### config.mk
export PLATFORM = sky130hd
export DESIGN_NAME = ipv4_header_builder
export DESIGN_NICKNAME = d
export VERILOG_FILES = /design/src/rtl/ipv4hb_pkg.sv /design/src/rtl/ipv4_header_builder.sv /design/src/rtl/ipv4hb_hdr_calc.sv
export VERILOG_INCLUDE_DIRS = /design/src /design/src/rtl
export SDC_FILE = /design/constraint.sdc
export NUM_CORES = 1
export LEC_CHECK = 0
export ABC_AREA = 1
export BUFFER_PORTS_ARGS = -buffer_cell sky130_fd_sc_hd__buf_2
export CAP_MARGIN = 10
export CORE_ASPECT_RATIO = 0.9
export CORE_UTILIZATION = 23
export CTS_CLUSTER_DIAMETER = 30
export DETAILED_ROUTE_END_ITERATION = 8
export PLACE_DENSITY = 0.39
export SLEW_MARGIN = 20
export SYNTH_ARGS = -nofsm -noshare
export SYNTH_HDL_FRONTEND = slang
export SYNTH_SLANG_ARGS = --single-unit
### constraint.sdc
create_clock -name clk -period 28.4 [get_ports clk]
set_clock_uncertainty 0.1 [all_clocks]
set_input_delay 1.42 -clock clk [delete_from_list [all_inputs] [get_ports clk]]
set_output_delay 1.42 -clock clk [all_outputs]
set_load 0.02 [all_outputs]
### src/rtl/ipv4_header_builder_macros.svh
// Assertion macros shared by the IPv4 header builder RTL.
// Depends on nothing; included by files that carry concurrent assertions.
`ifndef IPV4_HEADER_BUILDER_MACROS_SVH
`define IPV4_HEADER_BUILDER_MACROS_SVH

// Check that a condition implies another in the same cycle.
`define IPV4HB_ASSERT_SAME(label, clk, rst_n, ante, cons, msg) \
    label: assert property (@(posedge clk) disable iff (!rst_n) (ante) |-> (cons)) \
        else $error(msg);

// Check that a condition implies another in the following cycle.
`define IPV4HB_ASSERT_NEXT(label, clk, rst_n, ante, cons, msg) \
    label: assert property (@(posedge clk) disable iff (!rst_n) (ante) |=> (cons)) \
        else $error(msg);

`endif

### src/rtl/ipv4hb_pkg.sv
// Types and constants of the IPv4 header builder.
// No dependencies; imported by ipv4hb_hdr_calc, ipv4_header_builder and the testbench.
`timescale 1ns / 1ps

package ipv4hb_pkg;

    localparam int unsigned HDR_WORDS   = 5;
    localparam int unsigned LEN_W       = 17;
    localparam logic [LEN_W-1:0] HDR_BYTES = 17'd20;
    localparam logic [LEN_W-1:0] MTU_BYTES = 17'd1500;
    localparam logic [31:0] BCAST_ADDR  = 32'hFFFF_FFFF;
    localparam logic [7:0]  VER_IHL     = 8'h45;
    localparam logic [7:0]  TTL_DEFAULT = 8'd64;
    localparam logic [15:0] IDENT_RESET = 16'd1;

    // Configuration register indexes
    localparam logic [1:0] CFG_LOCAL_ADDR   = 2'd0;
    localparam logic [1:0] CFG_SUBNET_MASK  = 2'd1;
    localparam logic [1:0] CFG_GATEWAY_ADDR = 2'd2;

    // Built header and routing decisions for one request
    typedef struct packed {
        logic [HDR_WORDS-1:0][31:0] words;
        logic                       bcast;
        logic [31:0]                hop;
        logic                       reject;
    } hdr_t;

endpackage

### src/rtl/ipv4_header_builder.sv
// IPv4 header builder: one send request in, five header word beats out
// (or a single reject beat when the total length exceeds 1500 bytes).
// Request beats pass an input register, are built in one pass into a header
// register and leave through an output register, one word a cycle unless the
// output stalls. The next request is taken while the current header drains,
// so five-word headers stream back to back. Identification starts at 1 after
// reset and advances on each non-rejected request. Configuration is written
// through cfg_valid/cfg_ready, always ready. Depends on ipv4hb_pkg,
// ipv4hb_hdr_calc and the macro header.
`timescale 1ns / 1ps
`include "ipv4_header_builder_macros.svh"

module ipv4_header_builder
    import ipv4hb_pkg::*;
(
    input  logic        clk,
    input  logic        rst_n,
    // Configuration write channel
    input  logic        cfg_valid,
    output logic        cfg_ready,
    input  logic [1:0]  cfg_index,
    input  logic [31:0] cfg_data,
    // Request channel
    input  logic        in_valid,
    output logic        in_stall,
    input  logic [31:0] dest_addr,
    input  logic [7:0]  proto,
    input  logic [15:0] data_len,
    // Header word channel
    output logic        out_valid,
    input  logic        out_stall,
    output logic [31:0] header_word,
    output logic [2:0]  word_index,
    output logic        last,
    output logic        status,
    output logic        is_broadcast,
    output logic [31:0] hop_addr
);

    logic [31:0] local_addr_reg;
    logic [31:0] subnet_mask_reg;
    logic [31:0] gateway_addr_reg;
    logic [15:0] ident_reg;

    logic        hold_valid_reg;
    logic [31:0] hold_dest_reg;
    logic [7:0]  hold_proto_reg;
    logic [15:0] hold_len_reg;

    hdr_t        calc;
    hdr_t        hdr_reg;
    logic        hdr_valid_reg;
    logic [2:0]  idx_reg;

    logic        out_valid_reg;
    logic [31:0] header_word_reg;
    logic [2:0]  word_index_reg;
    logic        last_reg;
    logic        status_reg;
    logic        bcast_reg;
    logic [31:0] hop_reg;

    logic        in_beat;
    logic        out_load;
    logic        last_word;
    logic        load_hdr;
    logic [31:0] sel_word;

    // Configuration registers, always writable
    assign cfg_ready = 1'b1;

    always_ff @(posedge clk or negedge rst_n)
    begin
        if (!rst_n)
        begin
            local_addr_reg   <= '0;
            subnet_mask_reg  <= '0;
            gateway_addr_reg <= '0;
        end
        else if (cfg_valid && cfg_ready)
        begin
            case (cfg_index)
                CFG_LOCAL_ADDR:   local_addr_reg   <= cfg_data;
                CFG_SUBNET_MASK:  subnet_mask_reg  <= cfg_data;
                CFG_GATEWAY_ADDR: gateway_addr_reg <= cfg_data;
                default:          ;
            endcase
        end
    end

    // Handshake decisions
    assign last_word = hdr_reg.reject || (idx_reg == 3'(HDR_WORDS - 1));
    assign out_load  = hdr_valid_reg && (!out_valid_reg || !out_stall);
    assign load_hdr  = hold_valid_reg && (!hdr_valid_reg || (out_load && last_word));
    assign in_stall  = hold_valid_reg && !load_hdr;
    assign in_beat   = in_valid && !in_stall;

    // Input register: capture request beat
    always_ff @(posedge clk or negedge rst_n)
    begin
        if (!rst_n)
        begin
            hold_valid_reg <= 1'b0;
        end
        else if (in_beat)
        begin
            hold_valid_reg <= 1'b1;
        end
        else if (load_hdr)
        begin
            hold_valid_reg <= 1'b0;
        end
    end

    always_ff @(posedge clk)
    begin
        if (in_beat)
        begin
            hold_dest_reg  <= dest_addr;
            hold_proto_reg <= proto;
            hold_len_reg   <= data_len;
        end
    end

    ipv4hb_hdr_calc u_calc (
        .dest_addr    (hold_dest_reg),
        .proto        (hold_proto_reg),
        .data_len     (hold_len_reg),
        .local_addr   (local_addr_reg),
        .subnet_mask  (subnet_mask_reg),
        .gateway_addr (gateway_addr_reg),
        .ident        (ident_reg),
        .hdr          (calc)
    );

    // Header register and word counter; advance identification on accept
    always_ff @(posedge clk or negedge rst_n)
    begin
        if (!rst_n)
        begin
            hdr_valid_reg <= 1'b0;
            idx_reg       <= '0;
            ident_reg     <= IDENT_RESET;
        end
        else
        begin
            if (load_hdr)
            begin
                hdr_valid_reg <= 1'b1;
                idx_reg       <= '0;
                if (!calc.reject)
                begin
                    ident_reg <= ident_reg + 16'd1;
                end
            end
            else if (out_load)
            begin
                if (last_word)
                begin
                    hdr_valid_reg <= 1'b0;
                end
                idx_reg <= idx_reg + 3'd1;
            end
        end
    end

    always_ff @(posedge clk)
    begin
        if (load_hdr)
        begin
            hdr_reg <= calc;
        end
    end

    // Select the word to emit
    always_comb
    begin
        case (idx_reg)
            3'd0:    sel_word = hdr_reg.words[0];
            3'd1:    sel_word = hdr_reg.words[1];
            3'd2:    sel_word = hdr_reg.words[2];
            3'd3:    sel_word = hdr_reg.words[3];
            default: sel_word = hdr_reg.words[4];
        endcase
    end

    // Output register: hold beat until taken
    always_ff @(posedge clk or negedge rst_n)
    begin
        if (!rst_n)
        begin
            out_valid_reg <= 1'b0;
        end
        else if (out_load)
        begin
            out_valid_reg <= 1'b1;
        end
        else if (!out_stall)
        begin
            out_valid_reg <= 1'b0;
        end
    end

    always_ff @(posedge clk)
    begin
        if (out_load)
        begin
            header_word_reg <= hdr_reg.reject ? 32'h0 : sel_word;
            word_index_reg  <= idx_reg;
            last_reg        <= last_word;
            status_reg      <= hdr_reg.reject;
            bcast_reg       <= hdr_reg.bcast;
            hop_reg         <= hdr_reg.hop;
        end
    end

    assign out_valid    = out_valid_reg;
    assign header_word  = header_word_reg;
    assign word_index   = word_index_reg;
    assign last         = last_reg;
    assign status       = status_reg;
    assign is_broadcast = bcast_reg;
    assign hop_addr     = hop_reg;

    // Assertions
    `IPV4HB_ASSERT_SAME(a_reject_beat, clk, rst_n, out_valid && status,
        (header_word == 32'h0) && (word_index == 3'd0) && last,
        "reject beat must be a single zero word")
    `IPV4HB_ASSERT_SAME(a_last_index, clk, rst_n, out_valid && last && !status,
        word_index == 3'(HDR_WORDS - 1), "header ends on a word other than the fifth")
    `IPV4HB_ASSERT_NEXT(a_words_contiguous, clk, rst_n, out_valid && !out_stall && !last,
        out_valid && (word_index == 3'($past(word_index) + 3'd1)),
        "header words not emitted back to back in order")
    `IPV4HB_ASSERT_NEXT(a_ident_step, clk, rst_n, load_hdr && !calc.reject,
        ident_reg == 16'($past(ident_reg) + 16'd1),
        "identification did not advance on accepted header")

endmodule

### src/rtl/ipv4hb_hdr_calc.sv
// Header word and checksum computation for one send request.
// Depends on ipv4hb_pkg.
`timescale 1ns / 1ps

module ipv4hb_hdr_calc
    import ipv4hb_pkg::*;
(
    input  logic [31:0] dest_addr,
    input  logic [7:0]  proto,
    input  logic [15:0] data_len,
    input  logic [31:0] local_addr,
    input  logic [31:0] subnet_mask,
    input  logic [31:0] gateway_addr,
    input  logic [15:0] ident,
    output hdr_t        hdr
);

    logic             bcast;
    logic             on_link;
    logic [LEN_W-1:0] total;
    logic [15:0]      w0_lo;
    logic [15:0]      w2_hi;
    logic [19:0]      acc;
    logic [16:0]      fold1;
    logic [16:0]      fold2;
    logic [15:0]      csum;

    // Route decision: broadcast and on-link go direct
    assign bcast   = (dest_addr == BCAST_ADDR);
    assign on_link = bcast || ((dest_addr & subnet_mask) == (local_addr & subnet_mask));

    // Total length at full width so oversize never wraps
    assign total = {1'b0, data_len} + HDR_BYTES;
    assign w0_lo = total[15:0];
    assign w2_hi = {TTL_DEFAULT, proto};

    // Ones'-complement sum of the header halves, checksum field as zero
    assign acc = 20'({VER_IHL, 8'h00}) + 20'(w0_lo) + 20'(ident)
               + 20'(w2_hi) + 20'(local_addr[31:16]) + 20'(local_addr[15:0])
               + 20'(dest_addr[31:16]) + 20'(dest_addr[15:0]);
    assign fold1 = 17'(acc[15:0]) + 17'(acc[19:16]);
    assign fold2 = 17'(fold1[15:0]) + 17'(fold1[16]);
    assign csum  = ~fold2[15:0];

    always_comb
    begin
        hdr.words[0] = {VER_IHL, 8'h00, w0_lo};
        hdr.words[1] = {ident, 16'h0000};
        hdr.words[2] = {w2_hi, csum};
        hdr.words[3] = local_addr;
        hdr.words[4] = dest_addr;
        hdr.bcast    = bcast;
        hdr.hop      = on_link ? dest_addr : gateway_addr;
        hdr.reject   = (total > MTU_BYTES);
    end

endmodule

# Word-level counts from Yosys, hierarchy flattened
# Index checks and enable logic that the tools add are counted.
[classes]
n_lt_le_gt_ge = 1
add_sub_neg = 12
n_reduce_logical = 24
muxes = 11
bitwise_logic = 4
eq_ne = 9
[op_table]
columns = ["operator", "count"]
rows = [
  ["32-bit one-hot mux with 4 select lines", 1],
  ["20-bit by 16-bit adder with 20-bit output", 5],
  ["32-bit AND", 2],
  ["32-bit equality test", 1],
  ["32-bit equality test (second input constant)", 1],
  ["32-bit two-way mux", 1],
  ["20-bit by 15-bit adder with 20-bit output", 1],
  ["15-bit by 16-bit adder with 17-bit output (first input constant)", 1],
  ["16-bit by 4-bit adder with 17-bit output", 1],
  ["16-bit by 5-bit adder with 17-bit output (second input constant)", 1],
  ["17-bit by 11-bit greater-than comparator with 1-bit output (second input constant)", 1],
  ["16-bit by 1-bit adder with 16-bit output", 1],
  ["16-bit by 1-bit adder with 16-bit output (second input constant)", 1],
  ["16-bit inverter", 1],
  ["2-bit AND reduction", 5],
  ["1-bit two-way mux", 7],
  ["3-bit by 2-bit equality test with 1-bit output (second input constant)", 2],
  ["3-bit two-way mux", 2],
  ["2-bit nonzero test", 3],
  ["1-bit logical AND", 5],
  ["1-bit zero test", 5],
  ["1-bit logical OR", 4],
  ["3-bit by 1-bit adder with 3-bit output (second input constant)", 1],
  ["3-bit by 1-bit equality test with 1-bit output (second input constant)", 1],
  ["other kinds (7)", 7],
]
[totals]
inputBits = 95
elab_cells = 86
regBits = 398
output_inout_bits = 73

# Longest topological paths before layout
# Gate-level depths: netlist of run 1.
[depth]
depth_word = 11
depth_mapped = 56
depth_no_buf = 56

# By module
# A second synthesis of run 1 with hierarchy kept.
[hier_totals]
hier_cells = 2146
area_unflattened_um2 = 21919.8
[modules_own_cells]
columns = ["mod", "seq_area_each_um2", "cells_per_inst", "area_each_um2", "instances"]
rows = [
  ["ipv4_header_builder", 12563.3, 1163, 15647.5, 1],
  ["ipv4hb_hdr_calc", 0.0, 983, 6272.3, 1],
]

# Worst setup path before layout of run 1
# OpenSTA, ideal clock, no wires.
[synth_path]
path_kind = "in2reg"
from = "in out_stall"
to = "reg ident_reg[2]"
t_required_ns = 28.178
slack_ns = 17.085
path_stages = 9
setup_time_ns = 0.122
n_path_buf = 1
arrival_time_ns = 11.094
path_cell_list = "nand2_1 > nand2_1 > inv_1 > a21oi_1 > nor2_1 > nand3_2 > buf_4 > nand2_1 > o21ai_2"
[synth_between]
elab_chain_len = 7
[synth_lines]
columns = ["element", "line", "source"]
rows = [
  ["start, declared", "ipv4_header_builder.sv:31", "input logic out_stall,"],
  ["1-bit zero test", "--", ""],
  ["1-bit logical OR", "ipv4_header_builder.sv:93", "assign out_load = hdr_valid_reg && (!out_valid_reg || !out_stall);"],
  ["1-bit logical AND", "ipv4_header_builder.sv:93", ""],
  ["net out_load", "ipv4_header_builder.sv:64", "logic out_load;"],
  ["1-bit logical AND", "ipv4_header_builder.sv:94", "assign load_hdr = hold_valid_reg && (!hdr_valid_reg || (out_load && last_word));"],
  ["1-bit logical OR", "ipv4_header_builder.sv:94", ""],
  ["1-bit logical AND", "ipv4_header_builder.sv:94", ""],
  ["net load_hdr", "ipv4_header_builder.sv:66", "logic load_hdr;"],
  ["2-bit AND reduction (no line)", "--", ""],
  ["end signal, assigned", "ipv4_header_builder.sv:153", "ident_reg <= ident_reg + 16'd1;"],
  ["end, declared", "ipv4_header_builder.sv:43", "logic [15:0] ident_reg;"],
]
# The timed path passes the listed nets, and every way through them passes these cells.
# A chain may end at the register's enable or synchronous reset.

==> out/summary.txt, run 1 <==
worst slew pin tran: 915 ps
synth warn: 0
clk_lat worst skew: 650 ps
CTS max path bufs: 3
met1 Track Usage GR: 20.2%
first-pass GRT wire length: 90.7 mm
Routed Antenna Nets: 0
Top Usage Layer GRT: met2
status: complete, no violations
post-route insts no fill: 3,227
Chip Height: 277 um
chip width: 307 um
port buffer count: 166
RR Endpoint: hdr_reg[110]$_DFFE_PP_
headroom to the max-slew limit: 39.0%
DP Cell Count: 3,038
initial DRC count: 1,039
max reg flops: 154
minimum clock period: 8730 ps
worst path required time: 28,690 ps
R2R cell count: 51
register area: 11,400 um2
largest family of logic cells by synthesized area: simple AND/OR/NAND/NOR gates
Worst path max stage delay: 550 ps
Adder-Cell Fraction of Synth Area: 10.3%
Final period util: 30.7%
antenna violations before repair: 4
mux cell area share after synthesis: 0%
die area: 85,000 um2
critical path launch point type: flop
IO Count: 168
r2r startpoint: hold_len_reg[2]$_DFFE_PP_
CTS root buffer: clkbuf_16
layout cell share with drive strength beyond 1: 19.5%
Fin. Hold Viols: 0
Clock transition at path regs: 40 ps
flops & latches, synth: 398
PnR worst setup slack: 19,670 ps
EDFF count, synth: 280
GR Util met3: 3.76%
Pre-antenna DRT Iters: 5
Max Clock Freq: 115 MHz
number of remaining DRC errors: 0
number of global-route vias before repair: 13,700
area occupied by multi-input gates: 6890 um2
max_cap viols: 0
setup tns final: 0 ps
largest net degree at the start of global routing: 66
final max-slew violation count: 0
Async S/R FF share, synth: 29.6%
Crit path top cell by count: nand2_1
gr usage total: 14.6%
DP Wirelength: 45.0 mm
Hold WC Path Type: flop to flop
drt total wl: 61.1 mm
global route total overflow: 0
Synth Area per Inst: 10.8 um2
reg-to-reg slack, setup: 19,670 ps
std cell rows: 100
CP Max Fanout: 6
filler cell count: 8,656
simple logic cell fraction of the synthesized area: 16.7%
CP max stage cell: fa_1
Sink Count: 398
Post-Place Setup Slack: 19,670 ps
Post-CTS Setup Bufs: 0
CTS tree: done
# H-tree levels: 3
synthesized instance count: 1,779
starting density of the core: 23.3%
Yosys cell types: 45
Area Overhead vs Synth: 28.3%
core area: 82,800 um2
crit path kind: flop to flop
nets@finish: 2,230
GP Congestion: 0.840
Synth Net Count: 1,991
DR WL/cell: 18.9 um
Final setup viols: 0
Via-to-Cell Ratio: 4.18
Primary FF master, synth: edfxtp_1
met2 Usage GRT: 22.2%
total CTS buffers: 100
Crit path arrival time: 9020 ps
Synth Area in XOR/XNOR: 1.96%
total number of vias: 13,500
# hold bufs at CTS: 0
register area share after synthesis: 58.9%
Mapped Area: 19,300 um2
Worst Setup End Kind: flop
beginning of the critical path: hold_len_reg[2]$_DFFE_PP_
post-CTS sizing: 0
post-synthesis compound-gate area fraction: 6.54%
Setup crit end: hdr_reg[110]$_DFFE_PP_
RSZ-0062 raised after global routing: no
-- cell type report --
class | count | share of cell area [%]
Antenna cell | 2 | 0.0202
Multi-Input combinational cell | 1107 | 27.8
Inverter | 228 | 3.46
Timing Repair Buffer | 183 | 3.88
Clock buffer | 125 | 10.7
Clock inverter | 62 | 2.48
Sequential cell | 398 | 45.9
Tap cell | 1122 | 5.67
-- synth_stat cells (6+ instances only) --
cell / number / area (um2)
o21ai_0: 123 / 616
clkbuf_1: 36 / 135
nand3_2: 10 / 100
ha_1: 47 / 588
nor3_1: 11 / 55.1
xnor2_1: 12 / 105
edfxtp_1: 280 / 8410
a41oi_1: 25 / 219
nand3_1: 86 / 430
nand2_1: 499 / 1870
a31oi_1: 10 / 62.6
nor2_2: 6 / 37.5
nor2_1: 58 / 218
buf_2: 6 / 30.0
fa_1: 70 / 1400
nand4_1: 21 / 131
inv_1: 219 / 822
o21ai_2: 15 / 131
nor4_1: 6 / 37.5
inv_2: 7 / 26.3
xor2_1: 28 / 245
a21oi_1: 26 / 130
nand2_2: 16 / 100
dfrtp_1: 117 / 2930
or2_2: 6 / 37.5
-- critical path: cells and delay by family, from the launching register on --
kind                       cells  cell delay, ps
buffers and inverters          6             380
adders and majority gates     10            3400
xor gates and xnor gates       2             320
and+or+nand+nor               33            3800
DFF                            1             420
-- cells by family after synthesis --
kind of cell,after synthesis
other cells,1
compound gates,213
flops,398
buf+inv,274
xor+xnor,41
simple gates,735
fa+ha+maj,117
-- layer usage --
metal  share of wire, %  vias to the layer above
met3                5.9                      104
met4                2.5                        4
li1                   -                     6446
met2                 45                      384
met1                 46                     6543
met5              0.044                        -
-- cells in the final DEF (no fill, tap or decap), types with 28 or more instances in the layout --
| master | synthesis | routed |
|---|---|---|
| fa_1 | 70 | 70 |
| dfrtp_1 | 117 | 117 |
| edfxtp_1 | 280 | 280 |
| inv_1 | 219 | 217 |
| clkbuf_16 | 0 | 101 |
| o21ai_0 | 123 | 123 |
| buf_2 | 6 | 165 |
| xor2_1 | 28 | 28 |
| nor2_1 | 58 | 57 |
| nand3_1 | 86 | 83 |
| nand2_1 | 499 | 499 |
| ha_1 | 47 | 47 |
-- through the flow --
step	util, %	cell area [um2]	hold slack (ps)
detailed placement	25.9	21500	305
global placement	25.9	21500	309
floorplan	-	19300	300
global route	29.9	24700	321
finish	29.9	24700	313
CTS	29.9	24700	314
-- worst min path at each step --
stage,cells past startpoint,to,startpoint,slack (ps)
after floorplan,0,hop_addr[0]$_DFFE_PP_,hdr_reg[1]$_DFFE_PP_,300
after CTS,0,hop_addr[5]$_DFFE_PP_,hdr_reg[6]$_DFFE_PP_,310
after global routing,0,hop_addr[23]$_DFFE_PP_,hdr_reg[24]$_DFFE_PP_,320
after global placement,0,hop_addr[15]$_DFFE_PP_,hdr_reg[16]$_DFFE_PP_,310
after detailed placement,0,hop_addr[14]$_DFFE_PP_,hdr_reg[15]$_DFFE_PP_,300
final,0,hop_addr[14]$_DFFE_PP_,hdr_reg[15]$_DFFE_PP_,310
Power of run 1 is not shown: default switching activity piles up to over one toggle a cycle in this logic, so the estimate is an artifact.
==> run 2, diff against run 1 <==
==> constraint.sdc (replaced) <==
create_clock -name clk -period 8.5 [get_ports clk]
set_clock_uncertainty 0.1 [all_clocks]
set_input_delay 0.425 -clock clk [delete_from_list [all_inputs] [get_ports clk]]
set_output_delay 0.425 -clock clk [all_outputs]
set_load 0.02 [all_outputs]
==> run 2 against run 1 <==
Hold slack got worse by 280 ps. Count of clock-buffer cells in the layout is 13 lower. Utilization rose by 1.6 points. Critical path depth decreased by 5. Critical path type unchanged.
==> out/summary.txt, run 2 (synthesized netlist as in run 1, its figures left out) <==
Final setup viols: 0 (unchanged)
max reg flops: 154 (unchanged)
r2r startpoint: hold_len_reg[3]$_DFFE_PP_
crit path kind: flop to flop
CTS tree: done
status: complete, no violations
IO Count: 168 (unchanged)
starting density of the core: 23.3% (unchanged)
nets@finish: 2,322 (+4.1%)
filler cell count: 8,597 (-0.68%)
critical path launch point type: flop
headroom to the max-slew limit: 34.8% (-4.2 points)
hold_sp: cfg_data[3]
total number of vias: 13,900 (+3.2%)
global route total overflow: 0 (unchanged)
first-pass GRT wire length: 92.7 mm (+2.2%)
CP delay by family, top: adder cells
Routed Antenna Nets: 0 (unchanged)
CP Max Fanout: 6 (unchanged)
CTS max path bufs: 3 (unchanged)
Crit path top cell by count: nand2_1
GP Congestion: 0.829 (-1.4%)
CP max stage cell: fa_1
Final Core Density: 31.4% (+1.6 points)
Worst path max stage delay: 510 ps (-40 ps)
Hold WC Path Type: primary input to flop
clk_lat worst skew: 630 ps (-20 ps)
DP Cell Count: 3,059 (+0.69%)
worst path required time: 8770 ps (-19,920 ps)
CTS root buffer: clkbuf_16
max_cap viols: 0 (unchanged)
DP Wirelength: 45.7 mm (+1.5%)
layout cell share with drive strength beyond 1: 22.6% (+3.0 points)
Worst Setup End Kind: flop
number of global-route vias before repair: 14,000 (+2.4%)
minimum clock period: 8000 ps (-729 ps)
final max-slew violation count: 0 (unchanged)
fin area: 26,000 um2 (+5.2%)
chip width: 307 um (unchanged)
Worst Path Buf+Inv: 5 (-1)
Crit path arrival time: 8260 ps (-760 ps)
std cell rows: 100 (unchanged)
antenna violations before repair: 5 (+1)
Max Clock Freq: 125 MHz (+9.1%)
total CTS buffers: 97 (-3.0%)
number of remaining DRC errors: 0 (unchanged)
beginning of the critical path: hold_len_reg[3]$_DFFE_PP_
initial DRC count: 1,062 (+2.2%)
largest net degree at the start of global routing: 115 (+74%)
most frequent cells in the layout: nand2_1, edfxtp_1, inv_1
Area Overhead vs Synth: 35.0%
gr usage total: 14.9% (+0.33 points)
port buffer count: 166 (unchanged)
core area: 82,800 um2 (unchanged)
# H-tree levels: 3 (unchanged)
Area after DPL: 21,600 um2 (+0.79%)
Pre-antenna DRT Iters: 5 (unchanged)
Clock transition at path regs: 40 ps (about the same)
Fin. Hold Viols: 0 (unchanged)
worst slew pin tran: 971 ps (+56.1 ps)
reg-to-reg slack, setup: 500 ps (-19,170 ps)
Via-to-Cell Ratio: 4.20 (+0.50%)
drt total wl: 63.0 mm (+3.2%)
Sink Count: 398 (unchanged)
Final period util: 94.1% (+63 points)
Chip Height: 277 um (unchanged)
die area: 85,000 um2 (unchanged)
post-route insts no fill: 3,315 (+2.7%)
DR WL/cell: 19.0 um (+0.48%)
commonest non-fill, non-tap cell in the layout: nand2_1
==> run 2: final cells by class <==
| class | instances | area, um2 | area share (%) |
|---|---|---|---|
| Clock inverter | 69 | 806 | 3.10 |
| Timing Repair Buffer | 278 | 1840 | 7.09 |
| Inverter | 228 | 857 | 3.29 |
| Tap cell | 1122 | 1400 | 5.39 |
| Clock buffer | 112 | 2610 | 10.0 |
| Multi-Input combinational cell | 1107 | 7140 | 27.4 |
| Sequential cell | 398 | 11400 | 43.7 |
| Antenna cell | 1 | 2.50 | 0.00961 |
==> run 2: worst reg2reg max path: cells and delay by family (launching register included) <==
kind	cells	cell delay, ps
compound gates	4	620
xor+xnor	3	450
fa+ha+maj	9	3140
buf+inv	5	420
flops	1	380
simple gates	25	2610
==> run 2: metal layers <==
layer  GRT usage (%)  up-vias  share of wire (%)
li1                -     6626                  -
met1            21.2     6804                 47
met2            22.7      386                 45
met3            3.26      102                5.4
met4            3.98        0                2.0
met5               0        -                  0
==> run 2: worst paths after layout <==
| path | depth (start not counted) | endpoint |
|---|---|---|
| max | 46 | hdr_reg[110]$_DFFE_PP_ |
| min | 3 | gateway_addr_reg[3]$_DFFE_PN0P_ |
| max reg2reg | 46 | hdr_reg[110]$_DFFE_PP_ |
| min reg2reg | 0 | hop_addr[16]$_DFFE_PP_ |
| max in group asynchronous | 3 | out_valid$_DFFE_PN0P_ |
| min in group asynchronous | 2 | gateway_addr_reg[28]$_DFFE_PN0P_ |
==> run 2: what timing repair did <==
action / 4_1_cts / 5_1_grt
hold endpoints to repair: 116 / 0
setup buffers: 1 / 10
hold buffers: 63 / 0
pin swaps: 2 / 25
setup endpoints to repair: 3 / 10
resized for setup: 6 / 48
==> run 2: stage by stage <==
| stage | setup WS (ps) | setup TNS [ps] | hold slack (ps) |
|---|---|---|---|
| 2_1_floorplan | 693 | 0 | 29.4 |
| 3_3_place_gp | 139 | 0 | 307 |
| 3_5_place_dp | -124 | -191 | 305 |
| 4_1_cts | 3.36 | 0 | 1.79 |
| 5_1_grt | -126 | -524 | 16.5 |
| 6_report | 503 | 0 | 31.0 |
Power of run 2 is left out for the same reason.
